[config.mk]
export PLATFORM = sky130hd
export DESIGN_NAME = shift_chain_key_debounce_scanner_unit_flat
export DESIGN_NICKNAME = d
export VERILOG_FILES = /design/src/sv/skdb_pkg.sv /design/src/sv/skdb_if.sv /design/src/sv/skdb_ram.sv /design/src/sv/shift_chain_key_debounce_scanner_unit.sv /design/src/flat_wrapper.sv
export SDC_FILE = /design/constraint.sdc
export NUM_CORES = 1
export LEC_CHECK = 0
export BUFFER_PORTS_ARGS = -buffer_cell sky130_fd_sc_hd__buf_4
export CORE_AREA = 2 2 333 335
export DETAILED_ROUTE_END_ITERATION = 12
export DIE_AREA = 0 0 335 337
export PLACE_DENSITY_LB_ADDON = 0.12
export SKIP_LAST_GASP = 1
export SYNTH_ARGS = -nofsm -noshare
export SYNTH_HDL_FRONTEND = slang
export SYNTH_SLANG_ARGS = --single-unit
[constraint.sdc]
create_clock -name clk -period 8.45 [get_ports clk]
set_input_delay 0.845 -clock clk [delete_from_list [all_inputs] [get_ports clk]]
set_output_delay 0.845 -clock clk [all_outputs]
set_load 0.01 [all_outputs]
[src/sv/skdb_pkg.sv]
`timescale 1ns / 1ps
`default_nettype none
// ----------------------------------------------------------------------------
// skdb_pkg: shared types and constants of the shift-chain key debounce scanner
// Field widths, register codes, reset values and the key table row layout.
// ----------------------------------------------------------------------------
package skdb_pkg;

	localparam int KEYS_PER_BYTE = 8;
	localparam int WORD_W        = 8;               // debounce word: flag + count
	localparam int COUNT_W       = 7;
	localparam int POS_W         = 5;               // frame position, bound by 5-bit counts
	localparam int IDX_W         = 4;               // reported byte index
	localparam int CFG_IDX_W     = 2;
	localparam int CFG_DATA_W    = 7;
	// table row: key state byte in [7:0], debounce word of key i at [8+8i +: 8]
	localparam int ROW_W         = KEYS_PER_BYTE + KEYS_PER_BYTE * WORD_W;

	localparam logic [POS_W-1:0]   IN_BYTES_RST  = 5'd16;
	localparam logic [POS_W-1:0]   OUT_BYTES_RST = 5'd0;
	localparam logic [COUNT_W-1:0] TICKS_RST     = 7'd10;

	typedef enum logic [CFG_IDX_W-1:0] {
		CFG_IN_BYTES  = 2'd0,
		CFG_OUT_BYTES = 2'd1,
		CFG_TICKS     = 2'd2
	} cfg_idx_t;

	typedef enum logic {
		OP_START = 1'b0,
		OP_BYTE  = 1'b1
	} op_t;

	typedef struct packed {
		logic [7:0]       key_byte;
		logic [IDX_W-1:0] byte_index;
		logic             last;
	} rslt_t;

endpackage
`default_nettype wire

[src/sv/skdb_if.sv]
`timescale 1ns / 1ps
`default_nettype none
// ----------------------------------------------------------------------------
// skdb_if: valid/ready channels of the scanner
// key_in_if carries chain bytes and frame starts, key_out_if debounced bytes.
// ----------------------------------------------------------------------------
interface key_in_if;
	logic       valid;
	logic       ready;
	logic       op;
	logic [7:0] rx_byte;

	modport source (output valid, output op, output rx_byte, input ready);
	modport sink   (input valid, input op, input rx_byte, output ready);
endinterface

interface key_out_if;
	logic       valid;
	logic       ready;
	logic [7:0] key_byte;
	logic [3:0] byte_index;
	logic       last;

	modport source (output valid, output key_byte, output byte_index, output last,
		input ready);
	modport sink   (input valid, input key_byte, input byte_index, input last,
		output ready);
endinterface
`default_nettype wire

[src/sv/skdb_ram.sv]
`timescale 1ns / 1ps
`default_nettype none
// ----------------------------------------------------------------------------
// skdb_ram: generic simple dual-port RAM
// One write port, one read port, read data registered.
// ----------------------------------------------------------------------------
module skdb_ram #(
	parameter int WIDTH = 8,
	parameter int DEPTH = 16
) (
	input  wire logic                                  clk,
	input  wire logic                                  we,
	input  wire logic [(DEPTH > 1 ? $clog2(DEPTH) : 1)-1:0] waddr,
	input  wire logic [WIDTH-1:0]                      wdata,
	input  wire logic [(DEPTH > 1 ? $clog2(DEPTH) : 1)-1:0] raddr,
	output logic      [WIDTH-1:0]                      rdata
);
	logic [WIDTH-1:0] mem [DEPTH];

	always_ff @(posedge clk) begin
		if (we) begin
			mem[waddr] <= wdata;
		end
		rdata <= mem[raddr];
	end
endmodule
`default_nettype wire

[src/sv/shift_chain_key_debounce_scanner_unit.sv]
`timescale 1ns / 1ps
`default_nettype none
// ----------------------------------------------------------------------------
// shift_chain_key_debounce_scanner_unit: key scanner with counter debounce
// Frames chain bytes, debounces 8 keys per byte against a row in RAM and
// returns the held-key byte for every real input position of the frame.
// ----------------------------------------------------------------------------
//  channel   dir  handshake          payload
//  key_in    in   valid/ready        op, rx_byte
//  key_out   out  valid/ready        key_byte, byte_index, last
//  cfg       in   cfg_we (no stall)  cfg_idx, cfg_data
//
// One byte per cycle sustained while key_out is not stalled. Accept issues the
// row read, the next cycle runs the 8 debounce lanes, writes the row back
// and queues the result. Back-to-back bytes to one row are forwarded.
// key_out is a 2-entry queue; key_in stalls only when queued plus in-flight
// results reach two and no result transfer drains one in the same cycle.
// No clearing pass: per-row valid bits clear at reset.
// ----------------------------------------------------------------------------
module shift_chain_key_debounce_scanner_unit #(
	parameter int MAX_IN_BYTES  = 16,
	parameter int MAX_OUT_BYTES = 16
) (
	input  wire logic                          clk,
	input  wire logic                          arst_n,
	key_in_if.sink                             key_in,
	key_out_if.source                          key_out,
	input  wire logic                          cfg_we,
	input  wire logic [skdb_pkg::CFG_IDX_W-1:0]  cfg_idx,
	input  wire logic [skdb_pkg::CFG_DATA_W-1:0] cfg_data
);
	import skdb_pkg::*;

	localparam int AW = (MAX_IN_BYTES > 1) ? $clog2(MAX_IN_BYTES) : 1;
	localparam logic [POS_W-1:0] IN_CAP  = POS_W'((MAX_IN_BYTES > 31) ? 31 : MAX_IN_BYTES);
	localparam logic [POS_W-1:0] OUT_CAP = POS_W'((MAX_OUT_BYTES > 31) ? 31 : MAX_OUT_BYTES);

	// configuration
	logic [POS_W-1:0]   in_bytes_q, out_bytes_q;
	logic [COUNT_W-1:0] ticks_q;

	always_ff @(posedge clk or negedge arst_n) begin
		if (!arst_n) begin
			in_bytes_q  <= IN_BYTES_RST;
			out_bytes_q <= OUT_BYTES_RST;
			ticks_q     <= TICKS_RST;
		end else if (cfg_we) begin
			case (cfg_idx_t'(cfg_idx))
				CFG_IN_BYTES:  in_bytes_q  <= cfg_data[POS_W-1:0];
				CFG_OUT_BYTES: out_bytes_q <= cfg_data[POS_W-1:0];
				CFG_TICKS:     ticks_q     <= cfg_data;
				default:       ;
			endcase
		end
	end

	// frame geometry: length = max(in, out), leading (len - in) are padding
	logic [POS_W-1:0] nin, nout, flen, pad;
	assign nin  = (in_bytes_q  > IN_CAP)  ? IN_CAP  : in_bytes_q;
	assign nout = (out_bytes_q > OUT_CAP) ? OUT_CAP : out_bytes_q;
	assign flen = (nin > nout) ? nin : nout;
	assign pad  = flen - nin;

	// stage 0: accept, frame position, row read
	logic             in_xfer, out_xfer, rslt_go;
	logic [POS_W-1:0] pos_q, idx;
	logic [AW-1:0]    raddr;
	logic             s1_v_s1, vld_s1, last_s1;
	logic [AW-1:0]    addr_s1;
	logic [IDX_W-1:0] bidx_s1;
	logic [MAX_IN_BYTES-1:0] row_vld_q;
	logic [1:0]       cnt_q, occ;

	assign out_xfer = key_out.valid && key_out.ready;
	assign occ      = cnt_q + {1'b0, s1_v_s1};
	assign key_in.ready = (occ < 2'd2) || out_xfer;
	assign in_xfer  = key_in.valid && key_in.ready;
	assign idx      = pos_q - pad;
	assign raddr    = AW'(idx);
	assign rslt_go  = in_xfer && (op_t'(key_in.op) == OP_BYTE) && (pos_q < flen)
		&& (pos_q >= pad);

	always_ff @(posedge clk or negedge arst_n) begin
		if (!arst_n) begin
			pos_q   <= '0;
			s1_v_s1 <= 1'b0;
		end else begin
			s1_v_s1 <= rslt_go;
			if (in_xfer) begin
				if (op_t'(key_in.op) == OP_START) begin
					pos_q <= '0;
				end else if (pos_q < flen) begin
					pos_q <= pos_q + 1'b1;
				end
			end
		end
	end

	always_ff @(posedge clk) begin
		if (rslt_go) begin
			addr_s1 <= raddr;
			bidx_s1 <= idx[IDX_W-1:0];
			last_s1 <= ((pos_q + 1'b1) == flen);
			vld_s1  <= row_vld_q[raddr];
		end
	end

	// raw bits ride alongside the read
	logic [7:0] raw_s1;
	always_ff @(posedge clk) begin
		if (rslt_go) begin
			raw_s1 <= key_in.rx_byte;
		end
	end

	// key table RAM
	logic [ROW_W-1:0] rdata, row, new_row;
	skdb_ram #(
		.WIDTH (ROW_W),
		.DEPTH (MAX_IN_BYTES)
	) u_tbl (
		.clk   (clk),
		.we    (s1_v_s1),
		.waddr (addr_s1),
		.wdata (new_row),
		.raddr (raddr),
		.rdata (rdata)
	);

	// forwarding of the row written on the edge of this read
	logic             fwd_v_q;
	logic [AW-1:0]    fwd_addr_q;
	logic [ROW_W-1:0] fwd_row_q;

	always_ff @(posedge clk or negedge arst_n) begin
		if (!arst_n) begin
			fwd_v_q   <= 1'b0;
			row_vld_q <= '0;
		end else begin
			fwd_v_q <= s1_v_s1;
			if (s1_v_s1) begin
				row_vld_q[addr_s1] <= 1'b1;
			end
		end
	end

	always_ff @(posedge clk) begin
		fwd_addr_q <= addr_s1;
		fwd_row_q  <= new_row;
	end

	always_comb begin
		if (fwd_v_q && (fwd_addr_q == addr_s1)) begin
			row = fwd_row_q;
		end else if (vld_s1) begin
			row = rdata;
		end else begin
			row = '0;
		end
	end

	// stage 1: eight debounce lanes
	always_comb begin
		logic [7:0]        held;
		logic [WORD_W-1:0] w;
		held = row[7:0];
		new_row = row;
		for (int i = 0; i < KEYS_PER_BYTE; i++) begin
			w = row[KEYS_PER_BYTE + i*WORD_W +: WORD_W];
			if (w[COUNT_W-1:0] != '0) begin
				w[COUNT_W-1:0] = w[COUNT_W-1:0] - 1'b1;
			end
			if (raw_s1[i]) begin
				if (!w[WORD_W-1]) begin
					w       = {1'b1, ticks_q};   // press registers at once
					held[i] = 1'b1;
				end
			end else begin
				if (w[WORD_W-1]) begin
					w = {1'b0, ticks_q};         // release: start countdown
				end else if (w == '0) begin
					held[i] = 1'b0;
				end
			end
			new_row[KEYS_PER_BYTE + i*WORD_W +: WORD_W] = w;
		end
		new_row[7:0] = held;
	end

	// result queue, two entries
	rslt_t rq_q [2];
	logic  wp_q, rp_q;
	rslt_t push_r;

	assign push_r = '{key_byte: new_row[7:0], byte_index: bidx_s1, last: last_s1};

	always_ff @(posedge clk or negedge arst_n) begin
		if (!arst_n) begin
			wp_q  <= 1'b0;
			rp_q  <= 1'b0;
			cnt_q <= '0;
		end else begin
			if (s1_v_s1) begin
				wp_q <= ~wp_q;
			end
			if (out_xfer) begin
				rp_q <= ~rp_q;
			end
			cnt_q <= cnt_q + {1'b0, s1_v_s1} - {1'b0, out_xfer};
		end
	end

	always_ff @(posedge clk) begin
		if (s1_v_s1) begin
			rq_q[wp_q] <= push_r;
		end
	end

	assign key_out.valid      = (cnt_q != 2'd0);
	assign key_out.key_byte   = rq_q[rp_q].key_byte;
	assign key_out.byte_index = rq_q[rp_q].byte_index;
	assign key_out.last       = rq_q[rp_q].last;

`ifndef SYNTHESIS
	// a pending row update always finds a free queue slot
	assert property (@(posedge clk) disable iff (!arst_n)
		s1_v_s1 |-> (cnt_q != 2'd2))
		else $error("result queue full with a row update in flight");

	// a start transfer rewinds the frame
	assert property (@(posedge clk) disable iff (!arst_n)
		(key_in.valid && key_in.ready && (op_t'(key_in.op) == OP_START)) |=> (pos_q == '0))
		else $error("frame position not cleared by start");

	// queue fill never exceeds its two entries
	assert property (@(posedge clk) disable iff (!arst_n)
		(cnt_q == 2'd2 && !out_xfer) |=> (cnt_q == 2'd2 || !$past(s1_v_s1)))
		else $error("result queue overrun");
`endif

endmodule
`default_nettype wire

[src/flat_wrapper.sv]
// flat-port wrapper written by rule: the top's interface ports become plain ports
module shift_chain_key_debounce_scanner_unit_flat import skdb_pkg::*;
#(
	parameter int MAX_IN_BYTES  = 16,
	parameter int MAX_OUT_BYTES = 16
)
  (clk, arst_n, cfg_we, cfg_idx, cfg_data, key_in_valid, key_in_op, key_in_rx_byte, key_in_ready, key_out_valid, key_out_key_byte, key_out_byte_index, key_out_last, key_out_ready);
  key_in_if key_in_i ();
  key_out_if key_out_i ();
  input  wire logic clk;
  input  wire logic arst_n;
  input  wire logic cfg_we;
  input  wire logic [skdb_pkg::CFG_IDX_W-1:0] cfg_idx;
  input  wire logic [skdb_pkg::CFG_DATA_W-1:0] cfg_data;
  input wire logic [$bits(key_in_i.valid)-1:0] key_in_valid;
  input wire logic [$bits(key_in_i.op)-1:0] key_in_op;
  input wire logic [$bits(key_in_i.rx_byte)-1:0] key_in_rx_byte;
  output wire logic [$bits(key_in_i.ready)-1:0] key_in_ready;
  output wire logic [$bits(key_out_i.valid)-1:0] key_out_valid;
  output wire logic [$bits(key_out_i.key_byte)-1:0] key_out_key_byte;
  output wire logic [$bits(key_out_i.byte_index)-1:0] key_out_byte_index;
  output wire logic [$bits(key_out_i.last)-1:0] key_out_last;
  input wire logic [$bits(key_out_i.ready)-1:0] key_out_ready;
  assign key_in_i.valid = key_in_valid;
  assign key_in_i.op = key_in_op;
  assign key_in_i.rx_byte = key_in_rx_byte;
  assign key_in_ready = key_in_i.ready;
  assign key_out_valid = key_out_i.valid;
  assign key_out_key_byte = key_out_i.key_byte;
  assign key_out_byte_index = key_out_i.byte_index;
  assign key_out_last = key_out_i.last;
  assign key_out_i.ready = key_out_ready;
  shift_chain_key_debounce_scanner_unit #(.MAX_IN_BYTES(MAX_IN_BYTES), .MAX_OUT_BYTES(MAX_OUT_BYTES)) u_core (.clk(clk), .arst_n(arst_n), .key_in(key_in_i), .key_out(key_out_i), .cfg_we(cfg_we), .cfg_idx(cfg_idx), .cfg_data(cfg_data));
endmodule
==> results of run 1 <==
==> power groups by stage <==
stage	registers (mW)	logic, mW	clock network [mW]
detailed placement	9.41	12.7	0
global route	9.33	13.5	6.66
floorplan	9.22	9.67	0
global placement	9.41	12.4	0
finish	9.28	12.5	6.24
CTS	9.27	12.7	6.37
==> stage by stage <==
stage	hold WS, ps	cell area, um2	std cells	power [mW]	setup slack, ps
6_report	115	61300	4391	28.0	2750
5_1_grt	137	61300	4390	29.4	2540
4_1_cts	94.9	61300	4390	28.4	2820
3_5_place_dp	451	56600	4124	22.1	2840
3_3_place_gp	428	56600	4124	21.8	2890
2_1_floorplan	384	54200	2705	18.9	1910
==> flip-flops by register name (all words and copies together), names as in the netlist, 7 cells and up <==
name and count:
u_core.u_tbl.mem 1152, u_core.fwd_row_q 72, u_core.u_tbl.rdata 72, u_core.rq_q 26, u_core.row_vld_q 16, u_core.raw_s1 8
u_core.ticks_q 7
==> kinds of logic after synthesis <==
kind of cell / count (synthesis) / share of synthesized area
compound gates: 242 / 0.0298
xor+xnor: 87 / 0.0143
fa+ha+maj: 39 / 0.00929
buf+inv: 166 / 0.0136
flops: 1384 / 0.736
mux: 418 / 0.162
simple gates: 369 / 0.0346
==> how the worst max path moves through the flow <==
stage                                        end  slack (ps)  cells after the start
after global placement    u_core.u_tbl.rdata[58]        2890                     17
final                     u_core.u_tbl.rdata[64]        2750                     17
after CTS                 u_core.u_tbl.rdata[42]        2820                     17
after global routing      u_core.u_tbl.rdata[58]        2540                     17
after detailed placement  u_core.u_tbl.rdata[58]        2840                     17
after floorplan              u_core.row_vld_q[0]        1910                      3
==> layout by cell type, fill, tap and decap left out, types with 10 or more instances in the layout <==
master     instances
dfxtp_1          148
nor4_1            12
dfrtp_1           41
inv_1             27
ha_1              36
nand2b_1          13
o21ai_1           14
a21oi_1           58
and3_1            35
edfxtp_1        1192
o21ai_0           51
clkinv_1          19
nor3_1            26
nand3_1           34
bufinv_16         12
a31oi_1           14
nand2_1          114
buf_4            124
clkbuf_1          44
mux2_2            39
o31ai_1           25
xor2_1            34
nor2_1            37
mux2i_1           14
nor2_4            13
clkinv_2          13
clkbuf_8          16
or2_2             21
xnor2_1           49
clkbuf_16        145
nand3b_1          10
mux4_2           365
==> cell type report <==
cell class | instances | share of cell area
clock buffer | 205 | 0.0654
sequential | 1384 | 0.650
tap | 1426 | 0.0291
antenna | 1 | 0.0000408
multi-input combinational | 1155 | 0.225
clock inverter | 61 | 0.0111
inverter | 27 | 0.00165
timing repair buffer | 132 | 0.0178
==> metal layers <==
metal	up-vias	routed length, um	GRT usage
met5	-	0	0
met4	0	2970	0.0677
met3	193	6170	0.0330
met2	710	62200	0.378
met1	14177	52600	0.304
li1	11362	-	-
==> worst register-to-register path: cells and delay by family, from the launching register on <==
kind	cells	cell delay, ps
AND/OR/NAND/NOR	1	180
AO/OA/AOI/OAI	4	680
buffers and inverters	5	780
adder cells (fa/ha/maj)	4	1870
flip-flops	1	600
multiplexers	3	1460
==> flow_summary.ini, run 1 <==
[clock_network]
cts.root.buffer_cell = clkbuf_16
clkTransAtPathRegs_ps = 60
cts_max_path_buffers = 3
cts_made_buffers = 143
postCtsHoldBufs = 0
cts.repair.resized = 0
clock_latency_ps = 760
clkSinkCount = 1384
cts_setup_buffers = 0
cts_tree = built
htree_levels = 4

[timing]
setup_viol = 0
fin_worst_skew_ps = 31.7
post-route-period-util = 0.674
worstMarginPinSlew_ps = 1220
slew_viol_final = 0
max_slew_margin = 0.162
rsz0062_at_grt = false
fin_crit_ps = 5700
max_freq_mhz = 176
hold_viol_final = 0
finalSetupTns_ps = 0

[finish]
num-nets-final = 2905
multi_input_area_mm2 = 0.0138
num-fill-cells = 8219
register_area_mm2 = 0.0399
drive_above_1_share = 0.276
fin_util = 0.560
area_growth_pct = 13.2

[synthesis]
synthTopCellsByCount = 1,192 x edfxtp_1, 365 x mux4_2, 148 x dfxtp_1
ys_seq_area_frac = 0.736
synthTopCellsByArea = edfxtp_1 66%, mux4_2 15%, dfxtp_1 5.5%, dfrtp_1 1.9%, ha_1 0.85%
yosysUniqueCellTypes = 70
synthCells = 2705
synth-main-ff-cell = edfxtp_1
yosys.area.top_type = edfxtp_1
synth.net_count = 2767
avgSynthCellArea_um2 = 20.0
synth_area_mm2 = 0.0542
synth_top_cell_area_share = 0.661
ys_ff_latch = 1384
post-synth-top-count-cell = edfxtp_1
ys_async_sr_fraction = 0.0318
yosysWarnings = 0
synth_edf_count = 1192

[power_and_ir_drop]
powerDensity_mw_per_mm2 = 457
p_leak_nw = 20.2
pwr-share-comb = 0.446
seq_power_share = 0.331
vdd_drop_max_uv = 761
internal_power_mw = 19.0
clock_power_share = 0.223
switching_share = 0.323
p_sw_mw = 9.05

[global_route]
grt_pass1_wl_mm = 183
antenna_found_initial = 2
grt_max_degree = 113
grt_overflow_total = 0
grt_pass1_vias = 27443
grt.total_usage = 0.224

[setup_path]
critPathBufInv = 5
regToRegEndpoint = u_core.u_tbl.rdata[64]
r2r_slack_ps = 2750
crit_fanout = 112
crit_path_end_kind = flop
setup.worst_path.start_class = flop
crit_chain = nand2b_1 -> inv_1 -> ha_1 -> o21ai_0 -> o21bai_1 -> a21oi_2 -> a21oi_1 -> mux2_2 -> inv_1 -> ha_1 -> inv_1 -> fa_1 -> inv_1 -> fa_4 -> buf_12 -> mux4_2 -> mux4_2
critical_path_class = flop to flop
worstReg2RegStart = u_core.in_bytes_q[4]
crit_slowest_cell = fa_4
cpPeakStageDelay_ps = 910
crit_family = adder cells
cp_data_arrival_time_ps = 6310
ff2ff_path_depth = 17
cpMostUsedCell = inv_1
worstPathRequired_ps = 9060
critical_path.startpoint = u_core.in_bytes_q[4]

[routing]
drc_errors = 0
postRouteAntennaNets = 0
drt-pass1-iter-count = 7
routedWlPerCell_um = 28.2
post_drt_via_cell_ratio = 6.02
first_iter_violations = 2627
routed_wl_mm = 124
vias = 26442

[floorplan]
rows = 122
io_pins = 38
dieArea_mm2 = 0.113
fp.dieW_um = 335
coreArea_mm2 = 0.110
fp.dieH_um = 337
initial_core_util = 0.494

[placement]
place_congestion = 0.822
hpwl_mm = 61.4
portBuffers = 37

[run]
cap_violations = 0

[worst_hold_path]
hp-class = input pin to asynchronous set/reset pin

[status]
outcome = finished clean
No activity file was read; power rests on OpenSTA's default activity.
==> run 2, diff against run 1 <==
==> constraint.sdc (replaced) <==
create_clock -name clk -period 5.6 [get_ports clk]
set_input_delay 0.56 -clock clk [delete_from_list [all_inputs] [get_ports clk]]
set_output_delay 0.56 -clock clk [all_outputs]
set_load 0.01 [all_outputs]
==> flow_summary.ini, run 2 (synthesis gave the netlist of run 1 again) <==
[worst_hold_path]
hp-class = input pin to flop
hold_depth = 2

[floorplan]
rows = 122
initial_core_util = 0.494
io_pins = 38
fp.dieW_um = 335
dieArea_mm2 = 0.113
fp.dieH_um = 337
coreArea_mm2 = 0.110

[clock_network]
clkSinkCount = 1384
cts_setup_buffers = 0
htree_levels = 4
cts.root.buffer_cell = clkbuf_16
clock_latency_ps = 740
clkTransAtPathRegs_ps = 60
cts_max_path_buffers = 3
cts_made_buffers = 143
cts_tree = built

[finish]
largest_reg_flops = 1152
area_growth_pct = 14.5
top_register = u_core.u_tbl.mem
num-nets-final = 2952
top_regs = u_core.u_tbl.mem x1152, u_core.fwd_row_q x72, u_core.u_tbl.rdata x72
fin_util = 0.566
final_common_cell = edfxtp_1
final_area_mm2 = 0.0620
num-fill-cells = 8160
final_cell_mix = 1,192 x edfxtp_1, 365 x mux4_2, 148 x dfxtp_1
drive_above_1_share = 0.288

[timing]
max_freq_mhz = 185
fin_crit_ps = 5400
slew_viol_final = 0
hold_viol_final = 0
post-route-period-util = 0.964
setup_viol = 0
worstMarginPinSlew_ps = 1340
rsz0062_at_grt = false
fin_worst_skew_ps = 21.2
max_slew_margin = 0.0838
finalSetupTns_ps = 0

[global_route]
grt-busiest-layer = met2
antenna_found_initial = 6
grt_overflow_total = 0
use_met2 = 0.391
grt_max_degree = 98
met1_usage = 0.309
grt_pass1_wl_mm = 187
grt.total_usage = 0.230
use_met3 = 0.0373
grt_pass1_vias = 27975

[routing]
vias = 26879
routed_wl_mm = 127
routedWlPerCell_um = 28.7
first_iter_violations = 2478
postRouteAntennaNets = 0
post_drt_via_cell_ratio = 6.05
drc_errors = 0
drt-pass1-iter-count = 5

[setup_path]
crit_slowest_cell = fa_4
cpMostUsedCell = inv_1
critical_path_class = flop to flop
worstPathRequired_ps = 6210
setup.worst_path.start_class = flop
ff2ff_path_depth = 18
crit_chain = inv_1 -> nand2_1 -> ha_1 -> a221oi_1 -> o21bai_1 -> a21oi_2 -> a21oi_2 -> mux2_2 -> inv_1 -> ha_1 -> inv_1 -> fa_1 -> inv_1 -> fa_4 -> buf_12 -> buf_12 -> mux4_2 -> mux4_2
crit_fanout = 26
cpPeakStageDelay_ps = 830
critPathBufInv = 6
crit_cells = 18
crit_family = adder cells
cp_data_arrival_time_ps = 6010
crit_path_end_kind = flop

[power_and_ir_drop]
vdd_drop_max_uv = 1330
p_leak_nw = 20.5
powerDensity_mw_per_mm2 = 704

[placement]
place_area_mm2 = 0.0573
place_congestion = 0.823
hpwl_mm = 67.2
portBuffers = 37

[run]
cap_violations = 0

[status]
outcome = finished clean
[run 2: area by class of cell]
class                           instances  area [um2]  area share
Sequential cell                      1384       39900       0.643
Multi-Input combinational cell       1155       13800       0.222
Clock buffer                          189        3980      0.0641
Timing Repair Buffer                  179        1830      0.0295
Tap cell                             1426        1780      0.0288
Clock inverter                         78         679      0.0110
Inverter                               27         101     0.00163
Antenna cell                            2        5.00   0.0000807
[run 2: path summary, 6_finish.rpt]
check,startpoint,end,slack (ps)
max,u_core.out_bytes_q[4],u_core.u_tbl.rdata[45],200
min,cfg_data[5],u_core.ticks_q[5],60
max reg2reg,u_core.out_bytes_q[4],u_core.u_tbl.rdata[45],200
min reg2reg,u_core.row_vld_q[11],u_core.row_vld_q[11],460
max in group asynchronous,arst_n,u_core.row_vld_q[11],4830
min in group asynchronous,arst_n,u_core.out_bytes_q[4],360
[run 2: layer usage]
metal	part of all wire	wire length [um]	vias up
met1	0.41	52800	14467
li1	-	-	11451
met3	0.054	6870	180
met4	0.022	2850	2
met2	0.51	64900	779
met5	0.000071	9	-
[run 2: report_power, final]
group | total, mW | internal [mW] | switching [mW] | leakage, nW
combinational | 20.3 | 10.7 | 9.53 | 5.68
clock | 9.33 | 5.40 | 3.93 | 2.28
sequential | 14.1 | 13.3 | 0.725 | 12.6
[run 2: through the flow]
step | std cells | power [mW] | worst slack [ps] | hold slack [ps]
4_1_cts | 4438 | 44.2 | 163 | 17.4
2_1_floorplan | 2705 | 28.5 | 569 | 264
6_report | 4440 | 43.6 | 202 | 61.2
3_5_place_dp | 4162 | 34.8 | 189 | 451
5_1_grt | 4438 | 45.8 | 19.8 | 37.9
3_3_place_gp | 4162 | 34.4 | 194 | 444
[run 2: worst reg2reg max path, stage by stage, from the launching register on]
cell and delay [ps]:
dfrtp_1 460, inv_1 130, nand2_1 90, ha_1 330, a221oi_1 330, o21bai_1 140, a21oi_2 280, a21oi_2 100
mux2_2 310, inv_1 60, ha_1 140, inv_1 70, fa_1 550, inv_1 70, fa_4 830, buf_12 280
buf_12 300, mux4_2 330, mux4_2 470
[run 2: what timing repair did]
action / in CTS / in global routing
resized for setup: 0 / 1
setup endpoints to repair: 0 / 23
hold buffers: 9 / 0
hold endpoints to repair: 49 / 0
